### src/sobel_edge_magnitude_unit_assert.svh
// Assertion macros for the Sobel edge magnitude unit.
`ifndef SOBEL_EDGE_MAGNITUDE_UNIT_ASSERT_SVH
`define SOBEL_EDGE_MAGNITUDE_UNIT_ASSERT_SVH
`ifndef ASSERT_OFF
`define SEM_ASSERT_IMPL(label, clk, rst_n, prop, msg) \
    label: assert property (@(posedge clk) disable iff (!rst_n) prop) else $error(msg);
`define SEM_ASSERT_NEXT(label, clk, rst_n, cond, nxt, msg) \
    label: assert property (@(posedge clk) disable iff (!rst_n) (cond) |=> (nxt)) \
        else $error(msg);
`else
`define SEM_ASSERT_IMPL(label, clk, rst_n, prop, msg)
`define SEM_ASSERT_NEXT(label, clk, rst_n, cond, nxt, msg)
`endif
`endif

### src/sem_pkg.sv
// ----------------------------------------------------------------------------
// Sobel edge magnitude package
// Shared constants and the front-to-back job record.
// ----------------------------------------------------------------------------
package sem_pkg;
    localparam int MaxWidthDefault  = 1024;
    localparam int MaxHeightDefault = 4096;
    localparam int CfgIdxWidth = 1;
    localparam int CfgDataWidth = 13;
    localparam logic [0:0] RegImageWidth  = 1'b0;
    localparam logic [0:0] RegImageHeight = 1'b1;
    localparam int SumWidth = 10;
    localparam int GradWidth = 13;

    // One job: up to three results to emit for one input pixel.
    typedef struct packed {
        logic        emit_main;   // pixel (y-1,x-1)
        logic        interior;    // main pixel needs a gradient
        logic        emit_edge;   // black (y-1,W-1)
        logic        emit_low;    // black (y,x)
        logic [11:0] row;
        logic [9:0]  col;
        logic [9:0]  last_col;
        logic signed [GradWidth-1:0] gx;
        logic signed [GradWidth-1:0] gy;
    } job_t;
endpackage

### src/sem_fifo.sv
// ----------------------------------------------------------------------------
// Sobel job queue
// Two-entry queue between the front end and the back end.
// ----------------------------------------------------------------------------
module sem_fifo (
    input  logic          clk,
    input  logic          rst_n,
    input  logic          in_valid,
    output logic          in_ready,
    input  sem_pkg::job_t in_job,
    output logic          out_valid,
    input  logic          out_ready,
    output sem_pkg::job_t out_job
);
    sem_pkg::job_t mem_reg [2];
    logic       wp_reg, rp_reg;
    logic [1:0] cnt_reg;
    logic       wr, rd;

    assign in_ready  = cnt_reg != 2'd2;
    assign out_valid = cnt_reg != 2'd0;
    assign out_job   = mem_reg[rp_reg];
    assign wr = in_valid && in_ready;
    assign rd = out_valid && out_ready;

    always_ff @(posedge clk)
    begin
        if (wr) mem_reg[wp_reg] <= in_job;
    end

    always_ff @(posedge clk or negedge rst_n)
    begin
        if (!rst_n)
        begin
            wp_reg <= 1'b0;
            rp_reg <= 1'b0;
            cnt_reg <= 2'd0;
        end
        else
        begin
            if (wr) wp_reg <= !wp_reg;
            if (rd) rp_reg <= !rp_reg;
            cnt_reg <= cnt_reg + {1'b0, wr} - {1'b0, rd};
        end
    end
endmodule

### config.mk
export PLATFORM = sky130hd
export DESIGN_NAME = sem_fifo
export DESIGN_NICKNAME = d
export VERILOG_FILES = /design/src/sobel_edge_magnitude_unit_assert.svh /design/src/sem_pkg.sv /design/src/sem_fifo.sv
export SDC_FILE = /design/constraint.sdc
export NUM_CORES = 1
export LEC_CHECK = 0
export BUFFER_PORTS_ARGS = -buffer_cell sky130_fd_sc_hd__buf_2
export CORE_UTILIZATION = 40
export DETAILED_ROUTE_END_ITERATION = 6
export MAX_ROUTING_LAYER = met4
export SYNTH_ARGS = -nofsm -noshare
export SYNTH_HDL_FRONTEND = slang
export SYNTH_SLANG_ARGS = --single-unit
### constraint.sdc
create_clock -name clk -period 4.7 [get_ports clk]
set_clock_uncertainty 0.1 [all_clocks]
set_input_delay 0.47 -clock clk [delete_from_list [all_inputs] [get_ports clk]]
set_output_delay 0.47 -clock clk [all_outputs]
set_load 0.1 [all_outputs]
# Yosys cells after proc, flatten, opt, wreduce, memory -nomap -nowiden
# Memories as Yosys holds them, arrays and structs flattened.
# Index checks and enable logic that the tools add are counted.
dict set report totals {
  ff_bits 4
  ram_bits 124
  in_bits 66
  n_memories 1
}
dict set report op_classes {
  addsub 2
  eq_ne 1
  mux 2
  reduce_logical 5
}
# name words word_bits rd rd_ports_with_merged_regs write_ports line
set mem_list {}
lappend mem_list {mem_reg 2 62 1 0 1 sem_fifo.sv:15} ;# sem_pkg::job_t mem_reg [2];
# operator n
set op_table {}
lappend op_table {{2-bit by 1-bit adder with 2-bit output} 1}
lappend op_table {{1-bit logical AND} 2}
lappend op_table {{1-bit zero test} 2}
lappend op_table {{1-bit 2-to-1 mux} 2}
lappend op_table {{2-bit != test (second input constant)} 1}
lappend op_table {{2-bit nonzero test} 1}
lappend op_table {{2-bit by 1-bit subtractor with 2-bit output} 1}

# Depth between registers and ports, before layout
dict set report depth {
  word_depth 4
  mapped_depth 5
  mapped_depth_nobuf 5
}

# Worst setup path before layout
# OpenSTA, ideal clock, no wires.
dict set report synth_timing {
  path_type {reg2reg}
  from {reg cnt_reg[0]}
  to {mem mem_reg[0][0] in the netlist's numbering (enable)}
  setup_ns 0.482
  arrival_time_ns 4.050
  required_time_ns 4.118
  path_slack_ns 0.068
  path_stages_with_launch 4
  path_buffers 0
  synth_period_minus_slack_ns 4.632
  cell_sequence {dfrtp_1 -> nand2b_1 -> nand2_1 -> nor2_1}
}
dict set report synth_between {
  elab_chain_cells 4
}
# element line
set synth_rtl {}
lappend synth_rtl {{start, declared} sem_fifo.sv:17} ;# logic [1:0] cnt_reg;
lappend synth_rtl {{start signal, assigned} sem_fifo.sv:43} ;# cnt_reg <= cnt_reg + {1'b0, wr} - {1'b0, rd};
lappend synth_rtl {{2-bit != test} sem_fifo.sv:20} ;# assign in_ready = cnt_reg != 2'd2;
lappend synth_rtl {{via in_ready} sem_fifo.sv:9} ;# output logic in_ready,
lappend synth_rtl {{1-bit logical AND} sem_fifo.sv:23} ;# assign wr = in_valid && in_ready;
lappend synth_rtl {{1-bit 2-to-1 mux} sem_fifo.sv:28} ;# if (wr) mem_reg[wp_reg] <= in_job;
lappend synth_rtl {{1-bit 2-to-1 mux (not written as such)} sem_fifo.sv:28}
lappend synth_rtl {{end, declared} sem_fifo.sv:15}
# The timed path passes the listed nets, and every way through them passes these cells.

==> reports/qor.txt <==
Outcome -> complete, no violations
DR WL/cell -> 16.2 um
Fillers -> 986
TNS Setup -> 0 ps
Antenna cells -> 0
Chip Width -> 110 um
Critical Path Source -> rp_reg$_DFFE_PN0P_
Worst reg2reg endpoint -> mem_reg[1][0]$_DFFE_PP_
Routed Antenna Nets -> 0
Yosys cell types -> 18
Setup Buffers After CTS -> 0
IO buf count -> 129
Worst-margin pin slew -> 1120 ps
First-pass GRT wire length -> 12300 um
Crit Path Max Fanout -> 30
Pin count of the biggest net entering global routing -> 48
Synth Instances -> 215
Clock root cell -> clkbuf_16
Post-synthesis register bit count -> 128
Worst-Skew Late Latency -> 400 ps
Fraction of synthesized cell area in xor and xnor cells -> 0.560%
Async set-reset flop share out of synthesis -> 3.13%
Initial antenna violation count -> 0
Row cnt -> 39
Compound-gate portion of the synthesized area -> 0.506%
Final nets -> 429
WL final -> 8400 um
Data arrival, critical path -> 2350 ps
Reg area -> 3820 um^2
Share of cells above drive strength 1 -> 61.9%
Post-synthesis simple-gate area fraction -> 1.28%
DRT Pass-1 Iters -> 4
Gp weighted congestion -> 0.710
Synthesized area per cell -> 21.8 um^2
Startpoint Class -> flip-flop
CTS tree -> built
Max-slew violations -> 0
Worst Setup EP -> out_job[12]
Synth Area in Adders -> 0.267%
Hold Vio Cnt, Final -> 0
Worst EP required -> 4130 ps
Min Tclk post-route -> 2920 ps
Vias in the first global route -> 2494
Vias per inst -> 4.69
Die ar. -> 12200 um^2
Post-synth EDFFs -> 124
Relative slew slack -> 25.1%
Synth warn -> 0
Worst Setup End Kind -> primary output
Starting DRT DRC Count -> 73
Core Footprint -> 11400 um^2
Routed vias -> 2431
Die Height -> 110 um
Reg2reg start -> cnt_reg[0]$_DFF_PN0_
PostCTS Resize Cnt -> 0
Remaining DRCs -> 0
Hold buffers post-CTS -> 1
Netlist Area Pre-Place -> 4690 um^2
Synth Flop Type -> edfxtp_1
Area Growth Syn to Fin -> 29.2%
Initial core utilization -> 41.1%
Reg clk slew, reported paths -> 60 ps
Hold crit path type -> in2reg
CTS buffer count -> 17
Final setup violation count -> 0
Count leader, synth -> edfxtp_1
Register-to-register setup slack -> 2320 ps
DP HPWL -> 5450 um
Grt total ovfl -> 0
Max clock buf depth -> 2
Yosys top cell by area -> edfxtp_1
Gr usage total -> 14.8%
Final worst-path cycle share -> 62.2%
Post-synthesis sequential area ratio -> 81.4%
Largest cells by area after synthesis -> edfxtp_1 (79%), mux2_2 (15%), dfrtp_1 (2.1%)
Multi-input logic area -> 828 um^2
Post-synthesis mux area share -> 14.9%
FF-to-FF path depth -> 3
Max Cap Violations -> 0
Clock Sink Count -> 128
Synth cell count leaders -> edfxtp_1 (124), mux2_2 (62), buf_4 (6)
Io pins -> 130
Worst Path Class, Setup -> reg2out
Htree depth -> 4
Largest family of logic cells by synthesized area -> multiplexers
Max FFs per register -> 124
RSZ-0062 raised after global routing -> no
Fmax -> 0.342 GHz
Share of the synthesized area in the top cell type -> 79.3%
Syn Nets -> 282
[worst max-delay path, cell delays in order (launching register included)]
cell and delay, ps:
dfrtp_2 840, buf_4 410, mux2_2 390, buf_2 290
[stage by stage]
stage	std cells	setup WS (ps)	area, um^2	hold slack, ps	util (%)
floorplan	215	67.9	4690	74.4	-
global placement	485	2180	5520	182	48.3
detailed placement	485	2150	5520	180	48.3
CTS	518	1710	6060	134	53.1
global route	518	1660	6060	133	53.1
finish	518	1780	6060	144	53.1
[how the worst min path moves through the flow]
stage | cells after the start | from | endpoint
2_1_floorplan | 0 | rst_n | cnt_reg[0]$_DFF_PN0_
6_report | 1 | in_job[60] | mem_reg[1][60]$_DFFE_PP_
3_3_place_gp | 1 | rst_n | cnt_reg[0]$_DFF_PN0_
4_1_cts | 1 | in_job[18] | mem_reg[1][18]$_DFFE_PP_
5_1_grt | 1 | in_job[60] | mem_reg[0][60]$_DFFE_PP_
3_5_place_dp | 1 | rst_n | cnt_reg[0]$_DFF_PN0_
[logic make-up after synthesis]
kind of cell,Yosys count
compound gates,3
mux,62
xor+xnor,3
fa+ha+maj,1
simple gates,11
buf+inv,7
flops,128
[placed cells by master (no fill, tap or decap), drive strengths merged]
| cell | instances |
|---|---|
| buf | 134 |
| edfxtp | 124 |
| mux2 | 62 |
| clkbuf | 17 |
| clkinv | 6 |
| clkinvlp | 5 |
| inv | 4 |
| dfrtp | 4 |
| xnor2 | 3 |
| nor2 | 3 |
| nand2 | 2 |
| nand2b | 1 |
| nor4bb | 1 |
| nor2b | 1 |
| a311oi | 1 |
| o21ba | 1 |
| nand3 | 1 |
| o21ai | 1 |
| and3 | 1 |
| or2 | 1 |
| ha | 1 |
| dlygate4sd3 | 1 |
[per-layer routing]
layer | vias to the layer above | routed length (um) | global-route usage, %
met5 | - | 0 | -
met4 | 0 | 106 | 7.33
met3 | 8 | 402 | 4.70
met2 | 69 | 4410 | 24.6
met1 | 1198 | 3490 | 16.1
li1 | 1156 | - | -
[area by class of cell]
| class | instances | share of cell area (%) |
|---|---|---|
| Clock inverter | 15 | 1.86 |
| Tap cell | 143 | 2.95 |
| Sequential cell | 128 | 63.1 |
| Clock buffer | 17 | 7.02 |
| Multi-Input combinational cell | 80 | 13.7 |
| Timing Repair Buffer | 135 | 11.4 |
Power is not shown: default switching activity piles up to over one toggle a cycle in this logic, so the estimate is an artifact.
