$ cat config.mk
export PLATFORM = sky130hd
export DESIGN_NAME = sem_back_flat
export DESIGN_NICKNAME = d
export VERILOG_FILES = /design/src/sobel_edge_magnitude_unit_assert.svh /design/src/sem_pkg.sv /design/src/sem_stream_if.sv /design/src/sem_back.sv /design/src/flat_wrapper.sv
export SDC_FILE = /design/constraint.sdc
export NUM_CORES = 1
export LEC_CHECK = 0
export ABC_CLOCK_PERIOD_IN_PS = 8600
export BUFFER_PORTS_ARGS = -buffer_cell sky130_fd_sc_hd__buf_2
export CAP_MARGIN = 20
export CORE_UTILIZATION = 64
export CTS_CLUSTER_SIZE = 28
export DETAILED_ROUTE_END_ITERATION = 10
export PLACE_DENSITY_LB_ADDON = 0.12
export SLEW_MARGIN = 5
export SYNTH_ARGS = -nofsm -noshare
export SYNTH_HDL_FRONTEND = slang
export SYNTH_SLANG_ARGS = --single-unit
$ cat constraint.sdc
create_clock -name clk -period 8.6 [get_ports clk]
set_input_delay 1.29 -clock clk [delete_from_list [all_inputs] [get_ports clk]]
set_output_delay 1.29 -clock clk [all_outputs]
set_load 0.03 [all_outputs]
$ cat src/sobel_edge_magnitude_unit_assert.svh
// Assertion macros for the Sobel edge magnitude unit.
`ifndef SOBEL_EDGE_MAGNITUDE_UNIT_ASSERT_SVH
`define SOBEL_EDGE_MAGNITUDE_UNIT_ASSERT_SVH
`ifndef ASSERT_OFF
`define SEM_ASSERT_IMPL(label, clk, rst_n, prop, msg) \
    label: assert property (@(posedge clk) disable iff (!rst_n) prop) else $error(msg);
`define SEM_ASSERT_NEXT(label, clk, rst_n, cond, nxt, msg) \
    label: assert property (@(posedge clk) disable iff (!rst_n) (cond) |=> (nxt)) \
        else $error(msg);
`else
`define SEM_ASSERT_IMPL(label, clk, rst_n, prop, msg)
`define SEM_ASSERT_NEXT(label, clk, rst_n, cond, nxt, msg)
`endif
`endif

$ cat src/sem_pkg.sv
// ----------------------------------------------------------------------------
// Sobel edge magnitude package
// Shared constants and the front-to-back job record.
// ----------------------------------------------------------------------------
package sem_pkg;
    localparam int MaxWidthDefault  = 1024;
    localparam int MaxHeightDefault = 4096;
    localparam int CfgIdxWidth = 1;
    localparam int CfgDataWidth = 13;
    localparam logic [0:0] RegImageWidth  = 1'b0;
    localparam logic [0:0] RegImageHeight = 1'b1;
    localparam int SumWidth = 10;
    localparam int GradWidth = 13;

    // One job: up to three results to emit for one input pixel.
    typedef struct packed {
        logic        emit_main;   // pixel (y-1,x-1)
        logic        interior;    // main pixel needs a gradient
        logic        emit_edge;   // black (y-1,W-1)
        logic        emit_low;    // black (y,x)
        logic [11:0] row;
        logic [9:0]  col;
        logic [9:0]  last_col;
        logic signed [GradWidth-1:0] gx;
        logic signed [GradWidth-1:0] gy;
    } job_t;
endpackage

$ cat src/sem_stream_if.sv


interface sem_result_if;
    logic        valid;
    logic        ready;
    logic [11:0] out_row;
    logic [9:0]  out_col;
    logic [7:0]  gray;
    logic        last;
    modport source (output valid, out_row, out_col, gray, last, input ready);
    modport sink   (input valid, out_row, out_col, gray, last, output ready);
endinterface


$ cat src/sem_back.sv
// ----------------------------------------------------------------------------
// Sobel back end
// Squares gradients, runs a bit-serial square root, emits results.
// ----------------------------------------------------------------------------
module sem_back (
    input  logic           clk,
    input  logic           rst_n,
    input  logic           job_valid,
    output logic           job_ready,
    input  sem_pkg::job_t  job,
    sem_result_if.source   res
);
    typedef enum logic [2:0] {ST_IDLE, ST_SQ, ST_ROOT, ST_MAIN, ST_EDGE, ST_LOW} state_t;

    state_t        state_reg;
    sem_pkg::job_t job_reg;
    logic [24:0]   gx2_reg, gy2_reg;
    logic [7:0]    root_reg;
    logic [2:0]    bit_reg;
    logic [11:0]   row_reg;
    logic [9:0]    col_reg;
    logic [7:0]    gray_reg;
    logic          last_reg;
    logic          valid_reg;

    logic [25:0] ssum;
    logic [7:0]  trial;
    logic [15:0] trial_sq;
    logic        more_edge, more_low;
    logic        out_free;

    assign ssum     = {1'b0, gx2_reg} + {1'b0, gy2_reg};
    assign trial    = root_reg | (8'd1 << bit_reg);
    assign trial_sq = trial * trial;
    assign out_free = !valid_reg || res.ready;
    assign job_ready = (state_reg == ST_IDLE);
    assign more_edge = job_reg.emit_edge;
    assign more_low  = job_reg.emit_low;

    always_ff @(posedge clk or negedge rst_n)
    begin
        if (!rst_n)
        begin
            state_reg <= ST_IDLE;
            valid_reg <= 1'b0;
        end
        else
        begin
            if (valid_reg && res.ready) valid_reg <= 1'b0;
            case (state_reg)
                ST_IDLE:
                begin
                    if (job_valid)
                    begin
                        job_reg <= job;
                        if (job.emit_main && job.interior)
                            state_reg <= ST_SQ;
                        else if (job.emit_main)
                        begin
                            root_reg <= 8'd0;
                            state_reg <= ST_MAIN;
                        end
                        else if (job.emit_edge)
                            state_reg <= ST_EDGE;
                        else if (job.emit_low)
                            state_reg <= ST_LOW;
                    end
                end
                ST_SQ:
                begin
                    gx2_reg <= 25'(job_reg.gx * job_reg.gx);
                    gy2_reg <= 25'(job_reg.gy * job_reg.gy);
                    root_reg <= 8'd0;
                    bit_reg <= 3'd7;
                    state_reg <= ST_ROOT;
                end
                ST_ROOT:
                begin
                    if ({10'd0, trial_sq} <= ssum) root_reg <= trial;
                    bit_reg <= bit_reg - 3'd1;
                    if (bit_reg == 3'd0)
                    begin
                        if (ssum >= 26'd65536) root_reg <= 8'd255;
                        state_reg <= ST_MAIN;
                    end
                end
                ST_MAIN:
                begin
                    if (out_free)
                    begin
                        valid_reg <= 1'b1;
                        row_reg <= job_reg.row - 12'd1;
                        col_reg <= job_reg.col - 10'd1;
                        gray_reg <= job_reg.interior ? root_reg : 8'd0;
                        last_reg <= !(more_edge || more_low);
                        state_reg <= more_edge ? ST_EDGE : more_low ? ST_LOW : ST_IDLE;
                    end
                end
                ST_EDGE:
                begin
                    if (out_free)
                    begin
                        valid_reg <= 1'b1;
                        row_reg <= job_reg.row - 12'd1;
                        col_reg <= job_reg.last_col;
                        gray_reg <= 8'd0;
                        last_reg <= !more_low;
                        state_reg <= more_low ? ST_LOW : ST_IDLE;
                    end
                end
                ST_LOW:
                begin
                    if (out_free)
                    begin
                        valid_reg <= 1'b1;
                        row_reg <= job_reg.row;
                        col_reg <= job_reg.col;
                        gray_reg <= 8'd0;
                        last_reg <= 1'b1;
                        state_reg <= ST_IDLE;
                    end
                end
                default: state_reg <= ST_IDLE;
            endcase
        end
    end

    assign res.valid   = valid_reg;
    assign res.out_row = row_reg;
    assign res.out_col = col_reg;
    assign res.gray    = gray_reg;
    assign res.last    = last_reg;
endmodule

$ cat src/flat_wrapper.sv
// flat-port wrapper written by rule: the top's interface ports become plain ports
module sem_back_flat 
  (clk, rst_n, job_valid, job_ready, job, res_valid, res_out_row, res_out_col, res_gray, res_last, res_ready);
  sem_result_if res_i ();
  input  logic clk;
  input  logic rst_n;
  input  logic job_valid;
  output logic job_ready;
  input  sem_pkg::job_t job;
  output wire logic [$bits(res_i.valid)-1:0] res_valid;
  output wire logic [$bits(res_i.out_row)-1:0] res_out_row;
  output wire logic [$bits(res_i.out_col)-1:0] res_out_col;
  output wire logic [$bits(res_i.gray)-1:0] res_gray;
  output wire logic [$bits(res_i.last)-1:0] res_last;
  input wire logic [$bits(res_i.ready)-1:0] res_ready;
  assign res_valid = res_i.valid;
  assign res_out_row = res_i.out_row;
  assign res_out_col = res_i.out_col;
  assign res_gray = res_i.gray;
  assign res_last = res_i.last;
  assign res_i.ready = res_ready;
  sem_back u_core (.clk(clk), .rst_n(rst_n), .job_valid(job_valid), .job_ready(job_ready), .job(job), .res(res_i));
endmodule
## Word level (Yosys, flattened, before mapping)

Index checks and enable logic that the tools add are counted.

| storage, ports and cells | value |
|---|---|
| flip-flop bits (word level) | 157 |
| output and inout port bits | 33 |
| word-level logic and storage cells | 107 |

| operators by class | value |
|---|---|
| add/sub/neg operators | 4 |
| $mul | 3 |
| $lt $le $gt $ge | 2 |
| eq/ne operators | 15 |
| shifts and indexed selects | 1 |
| mux-type cells | 38 |
| bitwise gates (word level) | 1 |
| reduce and logical (&&, ||, !) cells | 25 |

Operator list:

| kind | count |
|---|---|
| 2-to-1 mux 8 bit | 9 |
| multiplier 13 x 13 -> 25 bit | 2 |
| 2-to-1 mux 3 bit | 11 |
| 2-to-1 mux 10 bit | 3 |
| case mux 10 bit (3 select lines) | 1 |
| adder 25 x 25 -> 26 bit | 1 |
| >= comparator 26 x 17 -> 1 bit (second input constant) | 1 |
| <= comparator 16 x 26 -> 1 bit | 1 |
| 2-to-1 mux 12 bit | 2 |
| case mux 12 bit (2 select lines) | 1 |
| case mux 8 bit (3 select lines) | 1 |
| case mux 3 bit (6 select lines) | 1 |
| multiplier 8 x 8 -> 16 bit | 1 |
| case mux 8 bit (2 select lines) | 1 |
| != test 2 x 1 -> 1 bit (second input constant) | 7 |
| subtractor 12 x 1 -> 12 bit (second input constant) | 1 |
| AND reduction 5 bit | 2 |
| subtractor 10 x 1 -> 10 bit (second input constant) | 1 |
| OR 8 bit | 1 |
| AND reduction 4 bit | 2 |
| left shift 1 x 3 -> 8 bit (first input constant) | 1 |
| equality test 3 x 2 -> 1 bit (second input constant) | 2 |
| equality test 3 bit (second input constant) | 2 |
| logical NOT 3 bit | 2 |
| 17 further kinds | 32 |

## Longest topological paths before layout

| logic depth | value |
|---|---|
| depth in word-level cells | 8 |
| gate-level depth with buffers | 32 |
| mapped depth without buffers | 32 |

## Least setup slack after synthesis

No wires, ideal clock.

| path | value |
|---|---|
| kind | input-to-reg |
| start | input rst_n |
| end | register u_core.job_reg[0] (netlist bit), enable pin |
| arrival time | 7.704 ns |
| data required time | 7.948 ns |
| slack | 0.244 ns |
| stages on the path | 2 |
| cell sequence | nand2b_1 -> nor4b_1 |

| between the ends | value |
|---|---|
| word-level cells in the longest chain between the ends | 1 |

Ends and longest elaborated chain:

| what | line | source |
|---|---|---|
| start: declaration | flat_wrapper.sv:6 | `input logic rst_n;` |
| AND reduction 3 bit (no source line) | n/a |  |
| end signal: assignment | sem_back.sv:55 | `job_reg <= job;` |
| end: declaration | sem_back.sv:16 | `sem_pkg::job_t job_reg;` |

Every way passes these cells.
A chain may end at the register's enable or synchronous reset.

## Worst setup path after layout

| path | value |
|---|---|
| start | register u_core.bit_reg[2] |
| end | register u_core.root_reg[2], data pin |

| between the ends | value |
|---|---|
| word-level cells in the longest chain between the ends | 8 |
| elaborated cells between the ends (all ways) | 9 |

Ends and longest elaborated chain:

| what | line | source |
|---|---|---|
| start: declaration | sem_back.sv:19 | `logic [2:0] bit_reg;` |
| start signal: assignment | sem_back.sv:80 | `bit_reg <= bit_reg - 3'd1;` |
| left shift 1 x 3 -> 8 bit | sem_back.sv:33 | `assign trial = root_reg \| (8'd1 << bit_reg);` |
| OR 8 bit | sem_back.sv:33 |  |
| multiplier 8 x 8 -> 16 bit | sem_back.sv:34 | `assign trial_sq = trial * trial;` |
| <= comparator 16 x 26 -> 1 bit | sem_back.sv:79 | `if ({10'd0, trial_sq} <= ssum) root_reg <= trial;` |
| 2-to-1 mux 8 bit | sem_back.sv:79 |  |
| 2-to-1 mux 8 bit | sem_back.sv:83 | `if (ssum >= 26'd65536) root_reg <= 8'd255;` |
| 2-to-1 mux 8 bit * | sem_back.sv:81 | `if (bit_reg == 3'd0)` |
| case mux 8 bit (3 select lines) * | sem_back.sv:50 | `case (state_reg)` |
| end signal: assignment | sem_back.sv:79 |  |
| end: declaration | sem_back.sv:18 | `logic [7:0] root_reg;` |

Mark *: on every way between the ends. The rest lies on a longest branch, timed or not.

==> results.json <==
{
  "ctsResizeCount": 0,
  "post_drt_wl_per_cell_um": 15.8,
  "cts_hold_buf": 0,
  "crit_slowest_cell": "a21oi_1",
  "cts.sinks": 155,
  "worstPathRequired_ps": 8790,
  "drtPass1Iterations": 5,
  "synth_top_area_share_pct": 31.2,
  "critPathMaxStageDelay_ps": 610,
  "netlist_area_um2": 19600,
  "num_rows": 63,
  "drtAntennaViolNets": 0,
  "synth_top_family_by_area": "adder cells",
  "post-cts-setup-buffers": 0,
  "fp.dieH_um": 177,
  "cts_max_level": 4,
  "overflow": 0,
  "syn_inst": 1858,
  "die_w_um": 177,
  "largest_reg_flops": 59,
  "synth.most_common_cell": "inv_1",
  "worst_path_most_repeated_cell": "fa_1",
  "finalSetupTns_ps": 0,
  "cts.clk_slew.worst_paths_ps": 70,
  "worstMarginPinSlew_ps": 818,
  "place_ws_ps": 1110,
  "yosysSeqAreaShare_pct": 23.6,
  "root_buffer": "clkbuf_16",
  "ys.warnings.count": 0,
  "track_usage_pct": 25.8,
  "r2r_slack_ps": 1060,
  "drive_above_1_share_pct": 8.11,
  "regToRegStartpoint": "u_core.bit_reg[2]$_SDFFCE_PP1P_",
  "hold_viol_final": 0,
  "register_area_um2": 4630,
  "endpoint_kind": "register",
  "fin_crit_sh_pct": 87.7,
  "cap_viol_max_count": 0,
  "grt_pass1_wl_mm": 63.9,
  "finalSetupViolCount": 0,
  "critPathKind": "register to register",
  "rr_worst_depth": 25,
  "hold_path_end": "u_core.res.out_col[8]$_DFFE_PP_",
  "multi_input_area_um2": 13500,
  "first_iter_violations": 615,
  "netlist.top_cell.by_area": "fa_1",
  "slew_violations": 0,
  "synthArstFlopShare_pct": 2.58,
  "dp.cells": 2305,
  "final.min_clock_period_ps": 7540,
  "synth_simple_gate_area_share_pct": 11.8,
  "holdCritStartpoint": "u_core.job_reg[34]$_DFFE_PP_",
  "ys_types": 64,
  "rsz0062_at_grt": "false",
  "min_path_cells": 1,
  "ys_ff_latch": 155,
  "synth_edf_count": 151,
  "cp_data_arrival_time_ps": 7730,
  "min_path_type": "register to register",
  "initial_core_util_pct": 65.6,
  "synth_common_cells": "inv_1 (351), fa_1 (305), ha_1 (210)",
  "reg2reg_to": "u_core.root_reg[2]$_SDFFCE_PP0P_",
  "synth.area.top_cells": "fa_1 (31%), edfxtp_1 (23%), ha_1 (13%), inv_1 (6.7%), xnor2_1 (2.9%)",
  "crit_path_start_kind": "register",
  "outcome": "completed",
  "final_nets": 2516,
  "num_vias": 13111,
  "clock.fmax_mhz": 133,
  "avgSynthCellArea_um2": 10.5,
  "syn_nets": 2439,
  "antenna_found_initial": 0,
  "grt_max_degree": 49,
  "synth_mux_area_share_pct": 0.396,
  "cts_buffers": 17,
  "grt_pass1_vias": 14001,
  "max-slew-margin-rel_pct": 45.5,
  "cts.path.max_buffers": 2,
  "via_per_inst": 5.61,
  "io_pins": 99,
  "worst_slack_ps": 1060,
  "dp_hpwl_mm": 29.7,
  "gp_congestion": 0.847,
  "fin_worst_skew_ps": 17.3,
  "crit_fanout": 9,
  "synth-compound-area-share_pct": 7.61,
  "core_um2": 29900,
  "final_cells": 2338,
  "dieArea_um2": 31300,
  "synth_flop_cell": "edfxtp_1",
  "port_buffers": 98,
  "wirelength_mm": 37.0,
  "diodes": 0,
  "synth_fa_ha_area_share_pct": 44.6,
  "synth-xor-area-share_pct": 4.42,
  "cts_tree": "yes",
  "fillCellCount": 2212,
  "clk_latency_ps": 440,
  "area_delta_synth_final_pct": 7.43,
  "drc_errors": 0
}
## worst max-delay path by stage
stage / from / end / slack, ps / depth (start not counted)
2_1_floorplan: rst_n / u_core.job_reg[0]$_DFFE_PP_ / 240 / 2
3_3_place_gp: u_core.bit_reg[2]$_SDFFCE_PP1P_ / u_core.root_reg[1]$_SDFFCE_PP0P_ / 1360 / 25
3_5_place_dp: u_core.bit_reg[0]$_SDFFCE_PP1P_ / u_core.root_reg[2]$_SDFFCE_PP0P_ / 1110 / 29
4_1_cts: u_core.bit_reg[2]$_SDFFCE_PP1P_ / u_core.root_reg[2]$_SDFFCE_PP0P_ / 1060 / 25
5_1_grt: u_core.bit_reg[2]$_SDFFCE_PP1P_ / u_core.root_reg[3]$_SDFFCE_PP0P_ / 550 / 29
6_report: u_core.bit_reg[2]$_SDFFCE_PP1P_ / u_core.root_reg[2]$_SDFFCE_PP0P_ / 1060 / 25
## layout make-up
| type | count | share of cell area [%] |
|---|---|---|
| sequential | 155 | 22.0 |
| timing repair buffer | 102 | 2.46 |
| tap | 390 | 2.32 |
| inverter | 352 | 6.28 |
| clock inverter | 15 | 0.832 |
| clock buffer | 17 | 2.02 |
| multi-input combinational | 1307 | 64.1 |
## kinds of logic (layout without fill, tap and decap cells)
kind of cell / Yosys count / in the layout
compound gates: 228 / 228
xor+xnor: 99 / 99
fa+ha+maj: 515 / 515
buf+inv: 396 / 486
flops: 155 / 155
mux: 7 / 7
simple gates: 458 / 458
## worst max-delay path: cells and delay by family (launching register included)
family	cells	cell delay, ps
AO/OA/AOI/OAI	10	2880
adder cells (fa/ha/maj)	6	2700
AND/OR/NAND/NOR	4	610
flip-flops	1	500
buffers and inverters	4	420
XOR/XNOR	1	190
## metal layers
metal	global-route usage [%]	up-vias	wire length, um
met4	8.48	0	947
met2	47.2	298	19800
met3	2.92	59	1500
met5	0	-	0
met1	31.6	6573	14800
li1	-	6181	-
## stage by stage
step           utilization [%]  instance area (um^2)  hold slack [ps]
2_1_floorplan                -                 19600              505
3_3_place_gp              68.4                 20400              536
3_5_place_dp              68.4                 20400              538
4_1_cts                   70.4                 21000              555
5_1_grt                   70.5                 21100              580
6_report                  70.5                 21100              562
## placed cells by master, fill, tap and decap left out, types with 33 or more instances in the layout
cell type  count
a21oi_1       78
buf_2         99
nor2_1        88
inv_1        351
xnor2_1       66
ha_1         210
o21ai_0       40
nand2_1      128
xor2_1        33
fa_1         305
edfxtp_1     151
and2_1        88
Power is not shown: default switching activity piles up to over one toggle a cycle in this logic, so the estimate is an artifact.
